[config.mk]
export PLATFORM = sky130hd
export DESIGN_NAME = sbit_div
export DESIGN_NICKNAME = d
export VERILOG_FILES = /design/src/sv/sbit_pkg.sv /design/src/sv/sbit_div.sv
export SDC_FILE = /design/constraint.sdc
export NUM_CORES = 1
export LEC_CHECK = 0
export ABC_AREA = 1
export BUFFER_PORTS_ARGS = -buffer_cell sky130_fd_sc_hd__buf_2
export CAP_MARGIN = 25
export CELL_PAD_IN_SITES_DETAIL_PLACEMENT = 1
export CELL_PAD_IN_SITES_GLOBAL_PLACEMENT = 2
export CORE_MARGIN = 2
export CORE_UTILIZATION = 29
export DETAILED_ROUTE_END_ITERATION = 10
export PLACE_DENSITY_LB_ADDON = 0.2
export SYNTH_ARGS = -nofsm -noshare
export SYNTH_HDL_FRONTEND = slang
export SYNTH_SLANG_ARGS = --single-unit
[constraint.sdc]
create_clock -name clk -period 2.7 [get_ports clk]
set_input_delay 0.135 -clock clk [delete_from_list [all_inputs] [get_ports clk]]
set_output_delay 0.135 -clock clk [all_outputs]
set_load 0.02 [all_outputs]
[src/sv/sbit_pkg.sv]
// sbit_pkg: shared types and constants of the sparse block image translator
// used by the divider, the sequencer and the top level; no dependencies
package sbit_pkg;

  localparam int unsigned OFF_W = 41;
  localparam int unsigned LEN_W = 32;
  localparam int unsigned BLK_W = 27;
  localparam int unsigned IDX_W = 16;
  localparam int unsigned RANK_W = 15;
  localparam logic [OFF_W-1:0] FULL_DISC_BYTES = 41'd1459978240;
  localparam logic [BLK_W-1:0] MAX_BLOCK_BYTES = 27'd67108864;

  typedef enum logic [1:0] {
    CFG_SPARSE_MODE = 2'd0,
    CFG_BLOCK_BYTES = 2'd1,
    CFG_RAW_BYTES   = 2'd2
  } cfg_idx_t;

  typedef struct packed {
    logic             kind;
    logic             map_restart;
    logic             block_stored;
    logic [OFF_W-1:0] read_offset;
    logic [LEN_W-1:0] read_length;
  } in_item_t;

  typedef struct packed {
    logic             zero_fill;
    logic [OFF_W-1:0] source_offset;
    logic [OFF_W-1:0] logical_offset;
    logic [LEN_W-1:0] chunk_bytes;
    logic             last_chunk;
    logic             out_of_range;
    logic             truncated;
  } out_item_t;

  typedef enum logic [3:0] {
    ST_IDLE,
    ST_SIZE,
    ST_CHECK,
    ST_DIV,
    ST_DIV_WAIT,
    ST_LOOKUP,
    ST_LOOKUP_WAIT,
    ST_SRC,
    ST_EMIT
  } state_t;

endpackage

[src/sv/sbit_div.sv]
// sbit_div: restoring divider, one quotient bit per cycle
// divides a 41-bit offset by a 27-bit block size; uses sbit_pkg
module sbit_div (
  input  logic                          clk,
  input  logic                          rst_n,
  input  logic                          start,
  input  logic [sbit_pkg::OFF_W-1:0]    dividend,
  input  logic [sbit_pkg::BLK_W-1:0]    divisor,
  output logic                          done,
  output logic [sbit_pkg::OFF_W-1:0]    quotient,
  output logic [sbit_pkg::BLK_W-1:0]    remainder
);

  localparam int unsigned CNT_W = $clog2(sbit_pkg::OFF_W + 1);

  logic [sbit_pkg::OFF_W-1:0] quo_r, quo_nxt;
  logic [sbit_pkg::BLK_W:0]   rem_r, rem_nxt;
  logic [CNT_W-1:0]           cnt_r, cnt_nxt;
  logic                       busy_r, busy_nxt, done_r, done_nxt;
  logic [sbit_pkg::BLK_W:0]   trial;

  always_comb begin
    quo_nxt  = quo_r;
    rem_nxt  = rem_r;
    cnt_nxt  = cnt_r;
    busy_nxt = busy_r;
    done_nxt = 1'b0;
    trial    = '0;
    if (start) begin
      quo_nxt  = dividend;
      rem_nxt  = '0;
      cnt_nxt  = CNT_W'(sbit_pkg::OFF_W);
      busy_nxt = 1'b1;
    end else if (busy_r) begin
      trial = {rem_r[sbit_pkg::BLK_W-1:0], quo_r[sbit_pkg::OFF_W-1]};
      quo_nxt = {quo_r[sbit_pkg::OFF_W-2:0], 1'b0};
      if (trial >= {1'b0, divisor}) begin
        rem_nxt    = trial - {1'b0, divisor};
        quo_nxt[0] = 1'b1;
      end else begin
        rem_nxt = trial;
      end
      cnt_nxt = cnt_r - 1'b1;
      if (cnt_r == CNT_W'(1)) begin
        busy_nxt = 1'b0;
        done_nxt = 1'b1;
      end
    end
  end

  always_ff @(posedge clk) begin
    if (!rst_n) begin
      busy_r <= 1'b0;
      done_r <= 1'b0;
      cnt_r  <= '0;
    end else begin
      busy_r <= busy_nxt;
      done_r <= done_nxt;
      cnt_r  <= cnt_nxt;
    end
    quo_r <= quo_nxt;
    rem_r <= rem_nxt;
  end

  assign done      = done_r;
  assign quotient  = quo_r;
  assign remainder = rem_r[sbit_pkg::BLK_W-1:0];

endmodule

* Word-level counts from Yosys, hierarchy flattened
Index checks and enable logic that the tools add are counted.
** Storage, ports and cells
- Register bits :: 76
- Word-level logic and storage cells :: 25
- Output and inout bits :: 69
- Input port bits :: 71
** Cells by class
- Reduce and logical (&&, ||, !) cells :: 3
- Bitwise logic cells :: 2
- $add $sub $neg :: 2
- $lt $le $gt $ge :: 1
- Equal/unequal tests :: 1
- Muxes and demuxes :: 10
** Operator list (count)
- 2-to-1 mux 41 bit :: 2
- >= comparator 28 x 27 -> 1 bit :: 1
- 2-to-1 mux 27 bit :: 1
- subtractor 27 bit :: 1
- 2-to-1 mux 6 bit :: 2
- equality test 6 x 1 -> 1 bit (second input constant) :: 1
- subtractor 6 x 1 -> 6 bit (second input constant) :: 1
- 2-to-1 mux 1 bit :: 5
- OR reduction 3 bit :: 1
- NOT 1 bit :: 2
- nonzero test 2 bit :: 1
- OR reduction 2 bit :: 1

* Logic depth before layout (Yosys ltp)
Gate-level depths: netlist of run 1.
- Depth in word-level cells :: 4
- Depth in mapped cells :: 15
- Mapped depth without buffers :: 15

* Least setup slack after synthesis of run 1
Ideal clock, no wire load.
- Path kind :: register -> register
- From :: reg busy_r
- To :: reg quo_r (netlist bit quotient[0]), enable pin
- Period minus slack after synthesis :: 2415 ps
- Path slack :: 285 ps
- Data arrival time :: 1994 ps
- Data required time :: 2279 ps
- Buffers on the path :: 2
- Stages on the path, launching flop included :: 5
- Setup time :: 421 ps
- Cells stage by stage :: dfxtp_1 buf_2 nor2_1 inv_1 clkbuf_1
** On the way
- Longest elaborated chain between the ends :: 1
** RTL lines
- start, declared :: RTL line sbit_div.sv:19 : logic busy_r, busy_nxt, done_r, done_nxt;
- start signal, assigned :: RTL line sbit_div.sv:57 : busy_r <= busy_nxt;
- nonzero test 2 bit (no line)
- end signal, assigned :: RTL line sbit_div.sv:61 : quo_r <= quo_nxt;
- end, declared :: RTL line sbit_div.sv:16 : logic [sbit_pkg::OFF_W-1:0] quo_r, quo_nxt;
Every way passes these cells.
A chain may end at the register's enable or synchronous reset.

* Worst setup path after layout of run 1
- From :: reg quo_r (netlist bit quotient[40])
- To :: reg rem_r[4] (netlist name)
** On the way
- Longest elaborated chain between the ends :: 2
- Elaborated cells between the ends (all ways) :: 3
- Those cells by class :: 1 x add/sub; 1 x order compare; 1 x mux
** RTL lines
- subtractor 27 bit or >= comparator 28 x 27 -> 1 bit (tied branches) :: RTL line sbit_div.sv:38, sbit_div.sv:37
- 2-to-1 mux 27 bit * :: RTL line sbit_div.sv:37 : if (trial >= {1'b0, divisor}) begin
- end signal, assigned :: RTL line sbit_div.sv:62 : rem_r <= rem_nxt;
- end, declared :: RTL line sbit_div.sv:17 : logic [sbit_pkg::BLK_W:0] rem_r, rem_nxt;
Mark *: on every way between the ends. The rest lies on a longest branch, timed or not.

==> flow_summary_export.csv, run 1 <==
group,metric,value,unit
yosys,synth_edf_count,41,
clocking,htree_num_levels,3,
yosys,synth_nets,965,
layout,area.growth.synth_to_final,22.9,%
sta,min_period,2.36,ns
clocking,clock_latency,0.36,ns
clocking,cts.clk_slew.worst_paths,0.07,ns
sta,period_share,87.4,%
critical_path,crit_required,2.93,ns
floorplan,dieHeight,144,um
sta,slew_headroom,58.8,%
placement,portBuffers,139,
sta,setup_tns,0,ns
route,wl_per_cell,14.3,um
yosys,ys_top_cells_by_area,"nand2_1 25%, edfxtp_1 22%, dfxtp_1 12%",
pwr,p_per_area,474,mW/mm2
sta,fin_ws,0.342,ns
critical_path,crit_path_end_kind,"flip-flop",
critical_path,worstSetupStartpointType,"flip-flop",
pwr,ir_worst_vdd,0.356,mV
clocking,cts.sinks,76,
route,first_iter_violations,207,
route,drtAntennaViolNets,0,
route,via_per_inst,4.40,
global_route,grt.overflow.total,0,
layout,mostFrequentLayoutCells,"377 x nand2_1, 144 x inv_1, 139 x buf_2",
layout,final_util,36.0,%
global_route,antenna_found_initial,0,
placement,gp_congestion,0.828,
yosys,yosys_warnings,0,
floorplan,die_x,144,um
placement,dp_cells,1255,
route,vias,5592,
yosys,syn_area,0.00566,mm2
critical_path,crit_arrival,2.59,ns
yosys,syn_inst,864,
pwr,power_leakage,3.95,nW
yosys,async_reset_ff_share,0,%
critical_path,crit_fanout,27,
sta,rsz0062_at_grt,"no",
floorplan,die_area,0.0207,mm2
global_route,grt_pass1_wl,28.5,mm
layout,final_cell_count_no_fill,1272,
layout,drive_gt1_share,20.1,%
floorplan,rows,51,
clocking,clk_path_buf_depth,2,
floorplan,start_util,29.3,%
flow_run,max_cap_violations,0,
route,drcViolationCount,0,
placement,dp_hpwl,14.0,mm
min_path,min_path_type,"input port to flip-flop",
sta,slew_viol_final,0,
sta,skew,0.0113,ns
yosys,synth_top_area_share,25.0,%
clocking,cts_tree,"built",
placement,dp_slack,0.325,ns
yosys,synth_cell_types,36,
clocking,cts_made_buffers,9,
critical_path,r2r_slack,0.34,ns
status,status,"complete, no violations",
layout,fin_area,0.00696,mm2
clocking,cts_root_buffer,"clkbuf_16",
floorplan,boundaryPins,140,
sta,worst_pin_slew,0.617,ns
sta,hold_viol,0,
yosys,synth.avg_cell_area,6.55,um2
yosys,yosys.area.top_type,"nand2_1",
route,wl,18.2,mm
global_route,grt_max_degree,36,
global_route,first_global_vias,5506,
clocking,cts_setup_buffers,0,
critical_path,crit_type,"flip-flop to flip-flop",
layout,layout_commonest_cell,"nand2_1",
floorplan,core-area,0.0193,mm2
route,firstDrtPassIters,4,
clocking,cts_resized,0,
placement,placed_cell_area,0.00663,mm2
clocking,cts_hold_buf,0,
yosys,synth_seq_cells,76,
yosys,synthFlopType,"edfxtp_1",
sta,fmax,0.424,GHz
layout,nets,1102,
sta,setup_viol,0,
global_route,grt_util_all_layers,17.7,%
yosys,seq_area_frac_synth,34.1,%
==> path summary, 6_finish.rpt <==
kind,start,to,depth (start not counted)
setup / recovery,quotient[40],rem_r[4],13
hold / removal,rst_n,cnt_r[0],3
hold reg to reg,cnt_r[5],cnt_r[5],2
setup reg to reg,quotient[40],rem_r[4],13
==> per-stage QoR <==
step | hold slack (ns) | power, W
6_report | 0.0391 | 0.00330
5_1_grt | 0.0487 | 0.00345
4_1_cts | 0.0359 | 0.00335
3_5_place_dp | 0.399 | 0.00191
3_3_place_gp | 0.389 | 0.00191
2_1_floorplan | 0.260 | 0.00170
==> cells by family (layout without fill, tap and decap cells) <==
kind of cell / count (synthesis) / in the layout / synth area share, %
adders and majority gates: 30 / 30 / 6.76
AOI/OAI and AO/OA: 40 / 40 / 3.76
other: 0 / 1 / 0
and+or+nand+nor: 530 / 530 / 40.4
DFF: 76 / 76 / 34.1
xor gates and xnor gates: 15 / 15 / 2.32
buffers and inverters: 173 / 315 / 12.6
==> synth_stat cells (9+ instances only) <==
cell type / instances
a21oi_1: 19
clkbuf_1: 11
dfxtp_1: 35
edfxtp_1: 41
ha_1: 29
inv_1: 145
nand2_1: 377
nand3_1: 58
nand3_2: 9
nand3b_1: 12
nor2_1: 41
o21ai_0: 9
xnor2_1: 13
==> where the power goes <==
part	total [W]	switching, W	internal [W]	leakage (nW)
sequential	0.00135	0.0000410	0.00131	0.704
clock	0.00142	0.000591	0.000828	0.159
combinational	0.000529	0.000348	0.000182	3.08
total	0.00330	0.000979	0.00232	3.95
==> sequential cells by signal, indices dropped and copies added (netlist names) <==
name / cells
done: 1
quotient: 41
rem_r: 27
busy_r: 1
cnt_r: 6
==> layout make-up <==
cell class | count | area (um2)
Sequential cell | 76 | 1930
Clock buffer | 9 | 225
Timing Repair Buffer | 148 | 776
Inverter | 151 | 567
Tap cell | 265 | 332
Antenna cell | 1 | 2.50
Fill cell | 2570 | 12400
Multi-Input combinational cell | 615 | 3020
Clock inverter | 7 | 105
==> worst max-delay path, cell delays in order (launching register included) <==
cell and delay, ns:
edfxtp_1 0.34, inv_1 0.05, ha_1 0.20, fa_1 0.40, inv_1 0.12, nand2_2 0.07, a21oi_2 0.20, nand2_1 0.09
nand3_2 0.09, nand3_2 0.09, nand2_4 0.31, nand2_1 0.11, nand3_1 0.08, o21ai_0 0.07
==> layer usage <==
metal	routed length, um	global-route usage (%)
met5	0	0
met4	224	4.70
met3	341	2.03
met2	8550	29.5
met1	9060	24.3
(Power assumes the default switching activity.)
==> run 2: changes to the inputs <==
--- a/config.mk
+++ b/config.mk
@@ -12,7 +12,9 @@
 export CELL_PAD_IN_SITES_GLOBAL_PLACEMENT = 2
 export CORE_MARGIN = 2
 export CORE_UTILIZATION = 29
+export CTS_CLUSTER_DIAMETER = 150
 export DETAILED_ROUTE_END_ITERATION = 10
+export HOLD_SLACK_MARGIN = 0.08
 export PLACE_DENSITY_LB_ADDON = 0.2
 export SYNTH_ARGS = -nofsm -noshare
 export SYNTH_HDL_FRONTEND = slang
==> run 2 against run 1 <==
Clock power about the same. Cell area up 5.6%. Register-to-register slack about the same. Worst hold slack better by 0.047 ns. Critical path depth unchanged. Worst setup slack worse by 0.0046 ns. Critical path type unchanged. Critical endpoint unchanged. Highest routed layer unchanged.
==> flow_summary_export.csv, run 2 (same netlist as run 1, synthesis figures left out) <==
group,metric,value,unit
status,status,"complete, no violations",
critical_path,crit_required,2.93,ns
floorplan,start_util,29.3,%
pwr,power_leakage,4.11,nW
route,met3_length,375,um
floorplan,boundaryPins,140,
critical_path,r2r_slack,0.34,ns
critical_path,crit_end,"rem_r[4]",
critical_path,cp_top_family,"simple AND/OR/NAND/NOR gates",
global_route,grt_pass1_wl,29.5,mm
route,met1Wirelength,9.19,mm
critical_path,crit_slowest_cell,"fa_1",
sta,whs,0.0865,ns
route,vias,5785,
route,via_per_inst,4.42,
floorplan,rows,51,
critical_path,crit_path_end_kind,"flip-flop",
clocking,cts_hold_buf,39,
pwr,p_seq_share,40.3,%
critical_path,reg2reg_from,"quotient[40]",
placement,portBuffers,139,
critical_path,r2r_end,"rem_r[4]",
clocking,cts_setup_buffers,0,
sta,slew_headroom,57.5,%
pwr,power_frac_comb,17.3,%
clocking,cts.clk_slew.worst_paths,0.07,ns
pwr,p_int,0.00236,W
sta,slew_viol_final,0,
critical_path,path_depth,13,
global_route,grt_max_degree,36,
clocking,cts.sinks,76,
route,dr_wl_met2,8.98,mm
route,wl_per_cell,14.4,um
clocking,cts_root_buffer,"clkbuf_16",
pwr,ir_worst_vdd,0.357,mV
critical_path,worstSetupStartpointType,"flip-flop",
layout,area.growth.synth_to_final,29.7,%
critical_path,worstRegToRegCells,13,
layout,largest_reg_flops,41,
floorplan,die_x,144,um
clocking,cts_tree,"built",
floorplan,dieHeight,144,um
global_route,antenna_found_initial,0,
floorplan,die_area,0.0207,mm2
clocking,cts_made_buffers,9,
critical_path,crit_buf_inv,2,
critical_path,crit_type,"flip-flop to flip-flop",
layout,final_util,38.0,%
route,drtAntennaViolNets,0,
clocking,clock_latency,0.36,ns
clocking,htree_num_levels,3,
pwr,sw_frac_of_total,29.7,%
sta,skew,0.0115,ns
route,first_iter_violations,213,
placement,gp_congestion,0.828,
placement,dp_hpwl,14.0,mm
layout,diodes,0,
route,wl,18.8,mm
sta,rsz0062_at_grt,"no",
critical_path,crit_fanout,27,
global_route,grt_util_all_layers,18.3,%
critical_path,crit_arrival,2.60,ns
sta,fmax,0.423,GHz
layout,drive_gt1_share,19.3,%
sta,setup_tns,0,ns
clocking,cts_resized,0,
sta,hold_viol,0,
route,topRoutingLayerUsed,"met4",
layout,nets,1141,
layout,layout_commonest_cell,"nand2_1",
sta,min_period,2.36,ns
pwr,p_per_area,456,mW/mm2
clocking,clk_path_buf_depth,2,
sta,worst_pin_slew,0.637,ns
sta,period_share,87.5,%
sta,setup_viol,0,
pwr,clockPowerShare,42.4,%
critical_path,crit_chain,"inv_1 > ha_1 > fa_1 > inv_1 > nand2_2 > a21oi_2 > nand2_1 > nand3_2 > nand3_2 > nand2_4 > nand2_1 > nand3_1 > o21ai_0",
route,drcViolationCount,0,
route,firstDrtPassIters,4,
pwr,switching_power,0.000994,W
layout,mostFrequentLayoutCells,"377 x nand2_1, 144 x inv_1, 139 x buf_2",
critical_path,cp-startpoint,"quotient[40]",
global_route,grt.overflow.total,0,
global_route,first_global_vias,5777,
min_path,min_path_type,"input port to flip-flop",
flow_run,max_cap_violations,0,
critical_path,crit_path_max_incr_delay,0.40,ns
floorplan,core-area,0.0193,mm2
[run 2: tightest hold or removal path: cells and delay by family]
family | cells | cell delay, ns
AND/OR/NAND/NOR | 2 | 0.13
buffers and inverters | 1 | 0.08
[run 2: power by group through the flow]
stage                     Combinational (W)  Sequential, W  Clock (W)
after floorplan                    0.000244        0.00146          0
final                              0.000580        0.00135    0.00142
after detailed placement           0.000536        0.00138          0
after global placement             0.000534        0.00138          0
after global routing               0.000645        0.00136    0.00150
after CTS                          0.000586        0.00135    0.00145
[run 2: worst min path at each step]
stage                       from      endpoint  slack, ns  depth (start not counted)
finish              dividend[26]  quotient[26]       0.09                          3
global route        dividend[15]  quotient[15]       0.09                          3
CTS                 dividend[15]  quotient[15]       0.08                          3
detailed placement         rst_n      cnt_r[0]       0.40                          3
global placement           rst_n      cnt_r[0]       0.39                          3
floorplan                  rst_n      cnt_r[0]       0.26                          2
[run 2: area by class of cell]
type	count	area (um2)
fill	2571	12000
multi-input combinational	615	3020
sequential	76	1930
timing repair buffer	187	1170
inverter	151	567
tap	265	332
clock buffer	9	225
clock inverter	7	105
[run 2: layer usage]
layer	track usage [%]	vias up
met1	24.8	2688
met3	2.00	20
met2	30.8	75
met5	0	-
met4	5.06	0
li1	-	3002
[run 2: through the flow]
| stage | area, um2 | total power [W] | instances | setup slack (ns) |
|---|---|---|---|---|
| finish | 7350 | 0.00335 | 1310 | 0.337 |
| global route | 7350 | 0.00350 | 1310 | 0.101 |
| CTS | 7350 | 0.00339 | 1310 | 0.309 |
| detailed placement | 6630 | 0.00191 | 1255 | 0.325 |
| global placement | 6630 | 0.00191 | 1255 | 0.436 |
| floorplan | 5660 | 0.00170 | 864 | 0.285 |
==> run 3: changes to the inputs <==
--- a/config.mk
+++ b/config.mk
@@ -16,6 +16,7 @@
 export DETAILED_ROUTE_END_ITERATION = 10
 export HOLD_SLACK_MARGIN = 0.08
 export PLACE_DENSITY_LB_ADDON = 0.2
+export RECOVER_POWER = 25
 export SYNTH_ARGS = -nofsm -noshare
 export SYNTH_HDL_FRONTEND = slang
 export SYNTH_SLANG_ARGS = --single-unit
==> run 3 against run 2 <==
Register-to-register slack is essentially flat. Highest routed layer unchanged. Critical endpoint unchanged. Worst setup slack better by 0.0064 ns. Maximum frequency rose by 0.27%.
==> flow_summary_export.csv, run 3 (same netlist as run 1, synthesis figures left out) <==
group,metric,value,unit
route,drcViolationCount,0,
pwr,power_leakage,4.04,nW
route,firstDrtPassIters,4,
global_route,first_global_vias,5777,
route,first_iter_violations,218,
route,wl_per_cell,14.4,um
clocking,cts.sinks,76,
clocking,cts_made_buffers,9,
placement,gp_congestion,0.828,
floorplan,die_x,144,um
route,vias,5789,
layout,diodes,0,
layout,layout_commonest_cell,"nand2_1",
pwr,switching_power,0.000991,W
pwr,p_seq_share,40.4,%
floorplan,core-area,0.0193,mm2
layout,mostFrequentLayoutCells,"377 x nand2_1, 145 x inv_1, 121 x buf_2",
sta,whs,0.0870,ns
placement,dp_hpwl,14.0,mm
pwr,ir_worst_vdd,0.356,mV
sta,skew,0.0117,ns
global_route,grt_util_all_layers,18.3,%
pwr,p_per_area,457,mW/mm2
sta,setup_tns,0,ns
clocking,clk_path_buf_depth,2,
status,status,"complete, no violations",
pwr,p_int,0.00236,W
floorplan,rows,51,
global_route,antenna_found_initial,0,
layout,area.growth.synth_to_final,29.3,%
clocking,htree_num_levels,3,
clocking,cts_setup_buffers,0,
critical_path,crit_required,2.93,ns
floorplan,boundaryPins,140,
clocking,cts_hold_buf,39,
sta,rsz0062_at_grt,"no",
pwr,power_frac_comb,17.3,%
sta,fmax,0.424,GHz
layout,fillCellCount,2580,
clocking,clock_latency,0.36,ns
route,wl,18.8,mm
layout,final_util,37.9,%
layout,nets,1141,
flow_run,max_cap_violations,0,
critical_path,worstSetupStartpointType,"flip-flop",
layout,drive_gt1_share,17.5,%
global_route,grt_max_degree,36,
route,via_per_inst,4.42,
min_path,min_path_type,"input port to flip-flop",
critical_path,crit_fanout,27,
clocking,cts.clk_slew.worst_paths,0.07,ns
critical_path,crit_path_end_kind,"flip-flop",
sta,period_share,87.3,%
route,drtAntennaViolNets,0,
sta,slew_viol_final,0,
critical_path,crit_arrival,2.59,ns
global_route,grt.overflow.total,0,
layout,largest_reg_flops,41,
sta,hold_viol,0,
sta,slew_headroom,23.0,%
global_route,grt_pass1_wl,29.5,mm
pwr,sw_frac_of_total,29.6,%
sta,setup_viol,0,
floorplan,die_area,0.0207,mm2
floorplan,dieHeight,144,um
sta,worst_pin_slew,1.15,ns
clocking,cts_root_buffer,"clkbuf_16",
clocking,cts_tree,"built",
pwr,clockPowerShare,42.3,%
sta,min_period,2.36,ns
critical_path,crit_type,"flip-flop to flip-flop",
placement,portBuffers,139,
clocking,cts_resized,0,
floorplan,start_util,29.3,%
## run 3: cell types whose count changed in the layout (fill, tap and decap cells not counted), sizes merged
cell,change
buf,-18
clkbuf,+18
## run 3: per-stage QoR
stage | setup WS, ns | power [W] | instances | area, um2
after global routing | 0.101 | 0.00350 | 1310 | 7320
after global placement | 0.436 | 0.00191 | 1255 | 6630
final | 0.343 | 0.00335 | 1310 | 7320
after detailed placement | 0.325 | 0.00191 | 1255 | 6630
after floorplan | 0.285 | 0.00170 | 864 | 5660
after CTS | 0.309 | 0.00339 | 1310 | 7350
## run 3: worst paths after layout
kind	startpoint	endpoint	slack, ns	cells past startpoint
setup / recovery	quotient[40]	rem_r[4]	0.34	13
hold / removal	dividend[26]	quotient[26]	0.09	3
setup reg to reg	quotient[40]	rem_r[4]	0.34	13
hold reg to reg	rem_r[26]	rem_r[26]	0.48	2
## run 3: routing by layer
metal  up-vias  routed length [um]  track usage, %
met5         -                   0               0
met4         0                 282            5.06
met3        20                 424            2.00
li1       3002                   -               -
met2        81                8980            30.8
met1      2686                9140            24.8
## run 3: power groups by stage
stage | clock, W | combinational, W | sequential (W)
after floorplan | 0 | 0.000244 | 0.00146
after global placement | 0 | 0.000534 | 0.00138
after detailed placement | 0 | 0.000536 | 0.00138
after CTS | 0.00145 | 0.000586 | 0.00135
after global routing | 0.00150 | 0.000643 | 0.00136
final | 0.00142 | 0.000578 | 0.00135
## run 3: critical path, stage by stage (launching register included)
cell and delay, ns:
edfxtp_1 0.34, inv_1 0.05, ha_1 0.20, fa_1 0.40, inv_1 0.12, nand2_2 0.07, a21oi_2 0.20, nand2_1 0.09
nand3_2 0.09, nand3_2 0.09, nand2_4 0.31, nand2_1 0.11, nand3_1 0.08, o21ai_0 0.07
## run 3: cell type report
type | count | area [um2] | area share [%]
clock buffers | 9 | 225 | 3.08
clock inverters | 7 | 105 | 1.44
multi-input cells | 615 | 3020 | 41.2
repair buffers | 187 | 1140 | 15.6
flip-flops and latches | 76 | 1930 | 26.4
inverters | 151 | 567 | 7.74
well taps | 265 | 332 | 4.53
